## src/hw/rtl/nhmm_pkg.sv

```systemverilog
// ----------------------------------------------------------------------------
// Name hash package
// Shared constants, state types and control structs for the file name
// hashing block and its mixing unit.
// ----------------------------------------------------------------------------
package nhmm_pkg;

    // Default limit on the number of name bytes that are hashed.
    localparam int NHMM_MAX_NAME_BYTES = 256;

    // Initial values of the mixing state.
    localparam logic [31:0] NHMM_KEY_INIT   = 32'hF4FA8928;
    localparam logic [31:0] NHMM_X_INIT     = 32'h37A8470E;
    localparam logic [31:0] NHMM_Y_INIT     = 32'h7758B42B;

    // Fixed words mixed at the end of every name.
    localparam logic [31:0] NHMM_TAIL_WORD0 = 32'h9BE74448;
    localparam logic [31:0] NHMM_TAIL_WORD1 = 32'h66F42C48;

    // Round constants.
    localparam logic [31:0] NHMM_ROUND_W    = 32'h267B0B11;
    localparam logic [31:0] NHMM_OR_A       = 32'h02040801;
    localparam logic [31:0] NHMM_AND_C      = 32'hBFEF7FDF;
    localparam logic [31:0] NHMM_OR_B       = 32'h00804021;
    localparam logic [31:0] NHMM_AND_D      = 32'h7DFEFBFF;

    // Character codes used by the normalization.
    localparam logic [7:0]  NHMM_CHAR_UPPER_A = 8'h41;
    localparam logic [7:0]  NHMM_CHAR_UPPER_Z = 8'h5A;
    localparam logic [7:0]  NHMM_CHAR_BSLASH  = 8'h5C;
    localparam logic [7:0]  NHMM_CHAR_SLASH   = 8'h2F;
    localparam logic [7:0]  NHMM_CASE_OFFSET  = 8'h20;

    // Top level sequencer states.
    typedef enum logic [2:0] {
        ST_IDLE,
        ST_PAD,
        ST_TAIL0,
        ST_TAIL1,
        ST_FIN
    } nhmm_state_t;

    // Mixing unit states.
    typedef enum logic [1:0] {
        MX_IDLE,
        MX_MULX,
        MX_MULY,
        MX_FINY
    } nhmm_mix_state_t;

    // Commands from the sequencer to the mixing unit.
    typedef struct packed {
        logic start;
        logic clear;
    } nhmm_mix_ctrl_t;

endpackage

```

## src/hw/rtl/nhmm_mul.sv

```systemverilog
// ----------------------------------------------------------------------------
// Name hash multiplier
// Registered 32x32 unsigned multiplier shared by both products of a round.
// ----------------------------------------------------------------------------
module nhmm_mul import nhmm_pkg::*; (
    input  logic        aclk,
    input  logic [31:0] op_a,
    input  logic [31:0] op_b,
    output logic [63:0] product
);

    logic [63:0] product_reg;

    always_ff @(posedge aclk) begin
        product_reg <= {32'b0, op_a} * {32'b0, op_b};
    end

    assign product = product_reg;

endmodule

```

## src/hw/rtl/nhmm_mix.sv

```systemverilog
// ----------------------------------------------------------------------------
// Name hash mixing unit
// Holds the accumulators and rotating key and runs one mixing round per
// start command, using the shared multiplier for both products.
// ----------------------------------------------------------------------------
module nhmm_mix import nhmm_pkg::*; (
    input  logic           aclk,
    input  logic           aresetn,
    input  nhmm_mix_ctrl_t ctrl,
    input  logic [31:0]    word,
    output logic           busy,
    output logic [31:0]    hash
);

    nhmm_mix_state_t state_reg, state_next;
    logic [31:0] acc_x_reg, acc_x_next;
    logic [31:0] acc_y_reg, acc_y_next;
    logic [31:0] rot_key_reg, rot_key_next;
    logic [31:0] mx_reg, mx_next;
    logic [31:0] my_reg, my_next;

    logic [31:0] key_rot;
    logic [31:0] k;
    logic [31:0] x_in;
    logic [31:0] y_in;
    logic [31:0] mul_a;
    logic [31:0] mul_b;
    logic [63:0] product;
    logic [32:0] sum_x;
    logic [32:0] sum_y;
    logic [31:0] fold_x;
    logic [31:0] fold_y;

    nhmm_mul u_mul (
        .aclk    (aclk),
        .op_a    (mul_a),
        .op_b    (mul_b),
        .product (product)
    );

    always_ff @(posedge aclk) begin
        if (!aresetn) begin
            state_reg   <= MX_IDLE;
            acc_x_reg   <= NHMM_X_INIT;
            acc_y_reg   <= NHMM_Y_INIT;
            rot_key_reg <= NHMM_KEY_INIT;
        end else begin
            state_reg   <= state_next;
            acc_x_reg   <= acc_x_next;
            acc_y_reg   <= acc_y_next;
            rot_key_reg <= rot_key_next;
        end
        mx_reg <= mx_next;
        my_reg <= my_next;
    end

    // Round setup, end-around-carry fold for x and doubled-high fold for y.
    always_comb begin
        key_rot = {rot_key_reg[30:0], rot_key_reg[31]};
        k       = NHMM_ROUND_W ^ key_rot;
        x_in    = acc_x_reg ^ word;
        y_in    = acc_y_reg ^ word;
        sum_x   = {1'b0, product[31:0]} + {1'b0, product[63:32]};
        fold_x  = sum_x[31:0] + {31'b0, sum_x[32]};
        sum_y   = {1'b0, product[31:0]} + {1'b0, product[62:32], 1'b0};
        fold_y  = sum_y[31:0] + {30'b0, sum_y[32], 1'b0};
    end

    always_comb begin
        state_next   = state_reg;
        acc_x_next   = acc_x_reg;
        acc_y_next   = acc_y_reg;
        rot_key_next = rot_key_reg;
        mx_next      = mx_reg;
        my_next      = my_reg;
        mul_a        = acc_x_reg;
        mul_b        = mx_reg;
        case (state_reg)
            MX_IDLE: begin
                if (ctrl.clear) begin
                    acc_x_next   = NHMM_X_INIT;
                    acc_y_next   = NHMM_Y_INIT;
                    rot_key_next = NHMM_KEY_INIT;
                end else if (ctrl.start) begin
                    rot_key_next = key_rot;
                    acc_x_next   = x_in;
                    acc_y_next   = y_in;
                    mx_next      = ((k + y_in) | NHMM_OR_A) & NHMM_AND_C;
                    my_next      = ((k + x_in) | NHMM_OR_B) & NHMM_AND_D;
                    state_next   = MX_MULX;
                end
            end
            MX_MULX: begin
                mul_a      = acc_x_reg;
                mul_b      = mx_reg;
                state_next = MX_MULY;
            end
            MX_MULY: begin
                mul_a      = acc_y_reg;
                mul_b      = my_reg;
                acc_x_next = fold_x;
                state_next = MX_FINY;
            end
            MX_FINY: begin
                acc_y_next = fold_y;
                state_next = MX_IDLE;
            end
            default: begin
                state_next = MX_IDLE;
            end
        endcase
    end

    assign busy = (state_reg != MX_IDLE);
    assign hash = acc_x_reg ^ acc_y_reg;

endmodule

```

## src/hw/rtl/name_hash_mul_mix.sv

```systemverilog
// ----------------------------------------------------------------------------
// File name hash with multiply mixing
// A byte that does not complete a word is taken without a round; a byte that
// completes a word starts a mixing round and holds the input until it ends.
// After the last byte, up to three rounds (padding word, two fixed words)
// run, and the hash is registered once they end and the output is free.
// The shared 32x32 multiplier, used twice per round, sets the round length.
// Reset (aresetn, synchronous, active low) clears all name state and sets
// normalize_mode to 1.
// ----------------------------------------------------------------------------
module name_hash_mul_mix import nhmm_pkg::*; #(
    parameter int MAX_NAME_BYTES = NHMM_MAX_NAME_BYTES
) (
    input  logic        aclk,
    input  logic        aresetn,
    // Configuration: normalize_mode
    input  logic        cfg_we,
    input  logic        cfg_wdata,
    // Input channel: one name byte per transaction
    input  logic        s_valid,
    output logic        s_ready,
    input  logic [7:0]  s_name_byte,
    input  logic        s_last,
    // Result channel: one hash per name
    output logic        m_valid,
    input  logic        m_ready,
    output logic [31:0] m_hash_value
);

    // The byte counter must hold the limit itself.
    localparam int CW = $clog2(MAX_NAME_BYTES + 1);
    localparam logic [CW-1:0] ByteLimit = CW'(MAX_NAME_BYTES);
    localparam logic [CW-3:0] WordLimit = (CW-2)'(MAX_NAME_BYTES / 4);

    nhmm_state_t    state_reg, state_next;
    logic           normalize_mode_reg;
    logic [31:0]    word_buffer_reg, word_buffer_next;
    logic [1:0]     byte_lane_reg, byte_lane_next;
    logic [CW-1:0]  byte_count_reg, byte_count_next;
    logic           m_valid_reg, m_valid_next;
    logic [31:0]    m_hash_value_reg, m_hash_value_next;

    nhmm_mix_ctrl_t mix_ctrl;
    logic [31:0]    mix_word;
    logic           mix_busy;
    logic [31:0]    mix_hash;

    logic           accept;
    logic [7:0]     norm_byte;
    logic [31:0]    packed_word;
    logic           pad_needed;

    // The mixing unit owns the accumulators and the rotating key.
    nhmm_mix u_mix (
        .aclk    (aclk),
        .aresetn (aresetn),
        .ctrl    (mix_ctrl),
        .word    (mix_word),
        .busy    (mix_busy),
        .hash    (mix_hash)
    );

    always_ff @(posedge aclk) begin
        if (!aresetn) begin
            state_reg          <= ST_IDLE;
            normalize_mode_reg <= 1'b1;
            word_buffer_reg    <= '0;
            byte_lane_reg      <= '0;
            byte_count_reg     <= '0;
            m_valid_reg        <= 1'b0;
        end else begin
            state_reg       <= state_next;
            word_buffer_reg <= word_buffer_next;
            byte_lane_reg   <= byte_lane_next;
            byte_count_reg  <= byte_count_next;
            m_valid_reg     <= m_valid_next;
            if (cfg_we) begin
                normalize_mode_reg <= cfg_wdata;
            end
        end
        m_hash_value_reg <= m_hash_value_next;
    end

    // A new byte is taken only while the mixing unit is free, since the
    // byte may complete a word that starts a round at once.
    assign s_ready = (state_reg == ST_IDLE) && !mix_busy;
    assign accept  = s_valid && s_ready;

    // Optional folding of upper case to lower case and backslash to slash.
    always_comb begin
        norm_byte = s_name_byte;
        if (normalize_mode_reg) begin
            if (s_name_byte >= NHMM_CHAR_UPPER_A && s_name_byte <= NHMM_CHAR_UPPER_Z) begin
                norm_byte = s_name_byte + NHMM_CASE_OFFSET;
            end else if (s_name_byte == NHMM_CHAR_BSLASH) begin
                norm_byte = NHMM_CHAR_SLASH;
            end
        end
        packed_word = word_buffer_reg | ({24'b0, norm_byte} << {byte_lane_reg, 3'b000});
    end

    // A partial word is padded and mixed only while the word limit allows it.
    assign pad_needed = (byte_lane_reg != 2'd0) && (byte_count_reg[CW-1:2] < WordLimit);

    always_comb begin
        state_next        = state_reg;
        word_buffer_next  = word_buffer_reg;
        byte_lane_next    = byte_lane_reg;
        byte_count_next   = byte_count_reg;
        m_valid_next      = m_valid_reg;
        m_hash_value_next = m_hash_value_reg;
        mix_ctrl          = '0;
        mix_word          = word_buffer_reg;

        if (m_valid_reg && m_ready) begin
            m_valid_next = 1'b0;
        end

        case (state_reg)
            ST_IDLE: begin
                if (accept) begin
                    // Bytes past the limit are dropped, but last still ends the name.
                    if (byte_count_reg < ByteLimit) begin
                        byte_count_next = byte_count_reg + 1'b1;
                        byte_lane_next  = byte_lane_reg + 1'b1;
                        if (byte_lane_reg == 2'd3) begin
                            mix_word         = packed_word;
                            mix_ctrl.start   = 1'b1;
                            word_buffer_next = '0;
                        end else begin
                            word_buffer_next = packed_word;
                        end
                    end
                    if (s_last) begin
                        state_next = ST_PAD;
                    end
                end
            end
            ST_PAD: begin
                if (!mix_busy) begin
                    mix_ctrl.start = pad_needed;
                    state_next     = ST_TAIL0;
                end
            end
            ST_TAIL0: begin
                if (!mix_busy) begin
                    mix_word       = NHMM_TAIL_WORD0;
                    mix_ctrl.start = 1'b1;
                    state_next     = ST_TAIL1;
                end
            end
            ST_TAIL1: begin
                if (!mix_busy) begin
                    mix_word       = NHMM_TAIL_WORD1;
                    mix_ctrl.start = 1'b1;
                    state_next     = ST_FIN;
                end
            end
            ST_FIN: begin
                // The result waits here until the last round ends and the output
                // register no longer holds an untaken hash of the previous name.
                if (!mix_busy && (!m_valid_reg || m_ready)) begin
                    m_valid_next      = 1'b1;
                    m_hash_value_next = mix_hash;
                    mix_ctrl.clear    = 1'b1;
                    word_buffer_next  = '0;
                    byte_lane_next    = '0;
                    byte_count_next   = '0;
                    state_next        = ST_IDLE;
                end
            end
            default: begin
                state_next = ST_IDLE;
            end
        endcase
    end

    assign m_valid      = m_valid_reg;
    assign m_hash_value = m_hash_value_reg;

endmodule

```

## config.mk

```make
export PLATFORM = sky130hd
export DESIGN_NAME = name_hash_mul_mix
export DESIGN_NICKNAME = d
export VERILOG_FILES = /design/src/hw/rtl/nhmm_pkg.sv /design/src/hw/rtl/nhmm_mul.sv /design/src/hw/rtl/nhmm_mix.sv /design/src/hw/rtl/name_hash_mul_mix.sv
export SDC_FILE = /design/constraint.sdc
export NUM_CORES = 2
export LEC_CHECK = 0
export ABC_AREA = 1
export BUFFER_PORTS_ARGS = -buffer_cell sky130_fd_sc_hd__buf_2
export CAP_MARGIN = 20
export CORE_MARGIN = 10
export CORE_UTILIZATION = 40
export DETAILED_ROUTE_END_ITERATION = 12
export REMOVE_ABC_BUFFERS = 1
export SLEW_MARGIN = 15
export SYNTH_ARGS = -nofsm -noshare
export SYNTH_HDL_FRONTEND = slang
export SYNTH_HIERARCHICAL = 1
export SYNTH_SLANG_ARGS = --single-unit
```

## constraint.sdc

```tcl
create_clock -name aclk -period 7.5 [get_ports aclk]
set_clock_uncertainty 0.05 [all_clocks]
set_input_delay 0.375 -clock aclk [delete_from_list [all_inputs] [get_ports aclk]]
set_output_delay 0.375 -clock aclk [all_outputs]
set_load 0.02 [all_outputs]
```

==> results.rst <==
.. list-table::
   :header-rows: 1

   * - Metric
     - Value
   * - Kind of path behind the tightest hold check
     - input pin to flop
   * - Number of synthesized register bits
     - 290
   * - Routed via count divided by cell count
     - 5.06
   * - Final Setup Violations
     - 0
   * - Number of max-cap violations
     - 0
   * - Worst stage delay on the critical path
     - 610 ps
   * - TritonCTS Sinks
     - 290
   * - Final critical-path share of the clock period
     - 98.3%
   * - Growth of design area from synthesis to finish
     - 16.3%
   * - Largest fanout on the critical path
     - 8
   * - Number of synthesized flops with an enable pin
     - 80
   * - Final-report max-slew violation count
     - 0
   * - Number of top-level pins
     - 49
   * - Initial antenna violation count
     - 4
   * - Transition time of the tightest slew-check pin
     - 1180 ps
   * - Share of cells above drive strength 1
     - 12.5%
   * - Top_reg_cell synth
     - dfxtp_1
   * - Required time of the critical path
     - 7920 ps
   * - Critical Path Sink Type
     - flop
   * - Horizontal die dimension
     - 400 um
   * - Warnings, synthesis
     - 6
   * - Vias in the first global route
     - 53200
   * - Synth Instances
     - 8189
   * - Global-route usage over all layers
     - 25.3%
   * - Global-route wire length before repair
     - 316000 um
   * - Mean instance size in the synthesized netlist
     - 7.06 um^2
   * - Number of failing hold endpoints at the final stage
     - 0
   * - Number of port buffers
     - 48
   * - Slowest cell on crit path
     - fa_2
   * - Crit path DAT
     - 7790 ps
   * - Overall overflow remaining after global route
     - 0
   * - RSZ-0062 raised after global routing
     - true
   * - Share of flip-flops with an asynchronous set or reset after synthesis
     - 0%
   * - Routed Wire Length
     - 212000 um
   * - Sequential fraction of the synthesis area
     - 11.4%
   * - Final Critical Period
     - 7370 ps
   * - Outcome
     - complete, no violations
   * - TritonCTS clock tree
     - yes
   * - Placed wire-length estimate
     - 173000 um
   * - Total number of placement rows
     - 139
   * - Area share of the leading cell type in the synthesized netlist
     - 31.2%
   * - Routed wire length per instance
     - 20.2 um
   * - Via count
     - 52900
   * - Final Net Count
     - 9830
   * - CTS Buffer Depth
     - 3
   * - Root buffer selected by CTS
     - clkbuf_16
   * - First-pass iteration count of the detailed router
     - 6
   * - Core footprint
     - 144000 um^2
   * - CP most frequent cell
     - fa_1
   * - Area enclosed by the die boundary
     - 160000 um^2
   * - Leading cell types by total area after synthesis
     - fa_1 31%, nand2_1 17%, inv_1 14%
   * - Count of unique library cells instantiated by Yosys
     - 71
   * - Clock slew at reported path FFs
     - 60 ps
   * - TritonCTS buffer count
     - 38
   * - Filler instances
     - 14500
   * - Die Span Y
     - 400 um
   * - Residual DRC
     - 0
   * - Antenna-violating nets left
     - 0
   * - Path type of the worst setup path
     - flop to flop
   * - Worst path setup slack after routing
     - 129 ps
   * - Largest area contributor in the synthesized netlist
     - fa_1
   * - Final-layout setup total negative slack
     - 0 ps
   * - Max-Slew Margin vs Limit
     - 21.5%
   * - Starting Density
     - 40.3%
   * - Latest clock arrival within the worst-skew pair
     - 590 ps
   * - Htree depth
     - 2
   * - Routability-driven placement congestion ratio
     - 0.950
   * - Element type at the critical path start
     - flop
   * - Number of flip-flops in the largest register
     - 64
   * - Largest net degree at the start of global routing
     - 88
   * - Pre-CTS WS
     - -165 ps
   * - Cell area after synthesis
     - 57800 um^2
   * - Drt initial violations
     - 4763
   * - Fmax achieved
     - 136 MHz
[cells in the mapped netlist, types with 6 or more instances]
| cell type | instances |
|---|---|
| nand2_1 | 2568 |
| inv_1 | 2131 |
| fa_1 | 900 |
| ha_1 | 398 |
| nor2_1 | 314 |
| nand3_1 | 260 |
| clkbuf_1 | 240 |
| a21oi_1 | 228 |
| dfxtp_1 | 210 |
| xor2_1 | 165 |
| o21ai_0 | 156 |
| edfxtp_1 | 80 |
| nand4_1 | 53 |
| nand2_2 | 52 |
| nor2_2 | 47 |
| nor3_1 | 41 |
| a31oi_1 | 33 |
| o21bai_1 | 33 |
| inv_2 | 31 |
| xnor2_1 | 22 |
| nand3_2 | 20 |
| nor2_4 | 18 |
| o22ai_1 | 17 |
| o21ai_1 | 14 |
| o211ai_1 | 13 |
| buf_2 | 11 |
| nor3_2 | 11 |
| nand3b_1 | 10 |
| or2_2 | 9 |
| and2_1 | 8 |
| o21a_1 | 7 |
| o221ai_1 | 7 |
| nor4_1 | 6 |
[worst max-delay path: cells and delay by family (launching register included)]
family          cells  cell delay (ps)
compound gates      1              180
fa+ha+maj          10             4530
buf+inv            14             1240
flops               1              320
simple gates        9              890
[logic make-up (layout without fill, tap and decap cells)]
family	after synthesis	count (layout)	synth area share, %
DFF	290	290	11.4
buffers and inverters	2430	2784	15.9
other	1	7	0.00648
adders and majority gates	1298	1298	39.8
and+or+nand+nor	3434	3434	24.6
xor gates and xnor gates	188	188	2.88
AOI/OAI and AO/OA	548	548	5.39
[metal layers]
metal | vias to the layer above | global-route usage (%) | part of all wire [%]
li1 | 24600 | - | -
met1 | 26000 | 34.8 | 43
met2 | 1949 | 41.2 | 45
met3 | 375 | 2.91 | 7.7
met4 | 2 | 8.18 | 3.8
met5 | - | 0 | 0.0043
[worst paths after layout]
check | startpoint | to | slack (ps) | cells past startpoint
worst max-delay path | u_mix/state_reg[0] | u_mix/u_mul/product[50] | 130 | 34
worst min-delay path | m_ready | m_valid | 80 | 4
worst max register to register | u_mix/state_reg[0] | u_mix/u_mul/product[50] | 130 | 34
worst min register to register | word_buffer_reg[19] | word_buffer_reg[19] | 400 | 2
[cells in the final DEF, fill, tap and decap left out, drive strengths merged, types with 9 or more instances in the layout]
cell type	n
a21oi	230
a31oi	33
and2	9
buf	537
clkbuf	52
clkinv	17
dfxtp	210
edfxtp	80
fa	900
ha	398
inv	2168
nand2	2621
nand3	282
nand3b	10
nand4	55
nor2	379
nor3	57
o211ai	14
o21ai	174
o21bai	34
o22ai	17
or2	12
xnor2	22
xor2	166
[cell type report]
class | count | area [um^2] | area share, %
Clock buffer | 44 | 973 | 1.45
Sequential cell | 290 | 6610 | 9.82
Inverter | 2167 | 8140 | 12.1
Multi-Input combinational cell | 5473 | 43400 | 64.5
Tap cell | 1903 | 2380 | 3.54
Clock inverter | 26 | 354 | 0.526
Timing Repair Buffer | 547 | 5410 | 8.05
Antenna cell | 2 | 5.00 | 0.00744
[through the flow]
stage | cell area (um^2) | instances | utilization (%) | hold WS (ps)
6_report | 67300 | 10500 | 46.8 | 77.7
5_1_grt | 67300 | 10500 | 46.8 | 80.7
4_1_cts | 65100 | 10400 | 45.3 | 47.2
3_5_place_dp | 63500 | 10300 | 44.2 | 393
3_3_place_gp | 63500 | 10300 | 44.2 | 385
2_1_floorplan | 56800 | 7930 | - | 376
[what timing repair did]
| action | 4_1_cts | 5_1_grt |
|---|---|---|
| resized for setup | 27 | 329 |
| setup buffers | 6 | 63 |
| hold buffers | 2 | 0 |
| setup endpoints to repair | 33 | 45 |
| pin swaps | 2 | 138 |
| hold endpoints to repair | 1 | 0 |
| cloned | 0 | 9 |
Power is not shown: default switching activity piles up to over one toggle a cycle in this logic, so the estimate is an artifact.
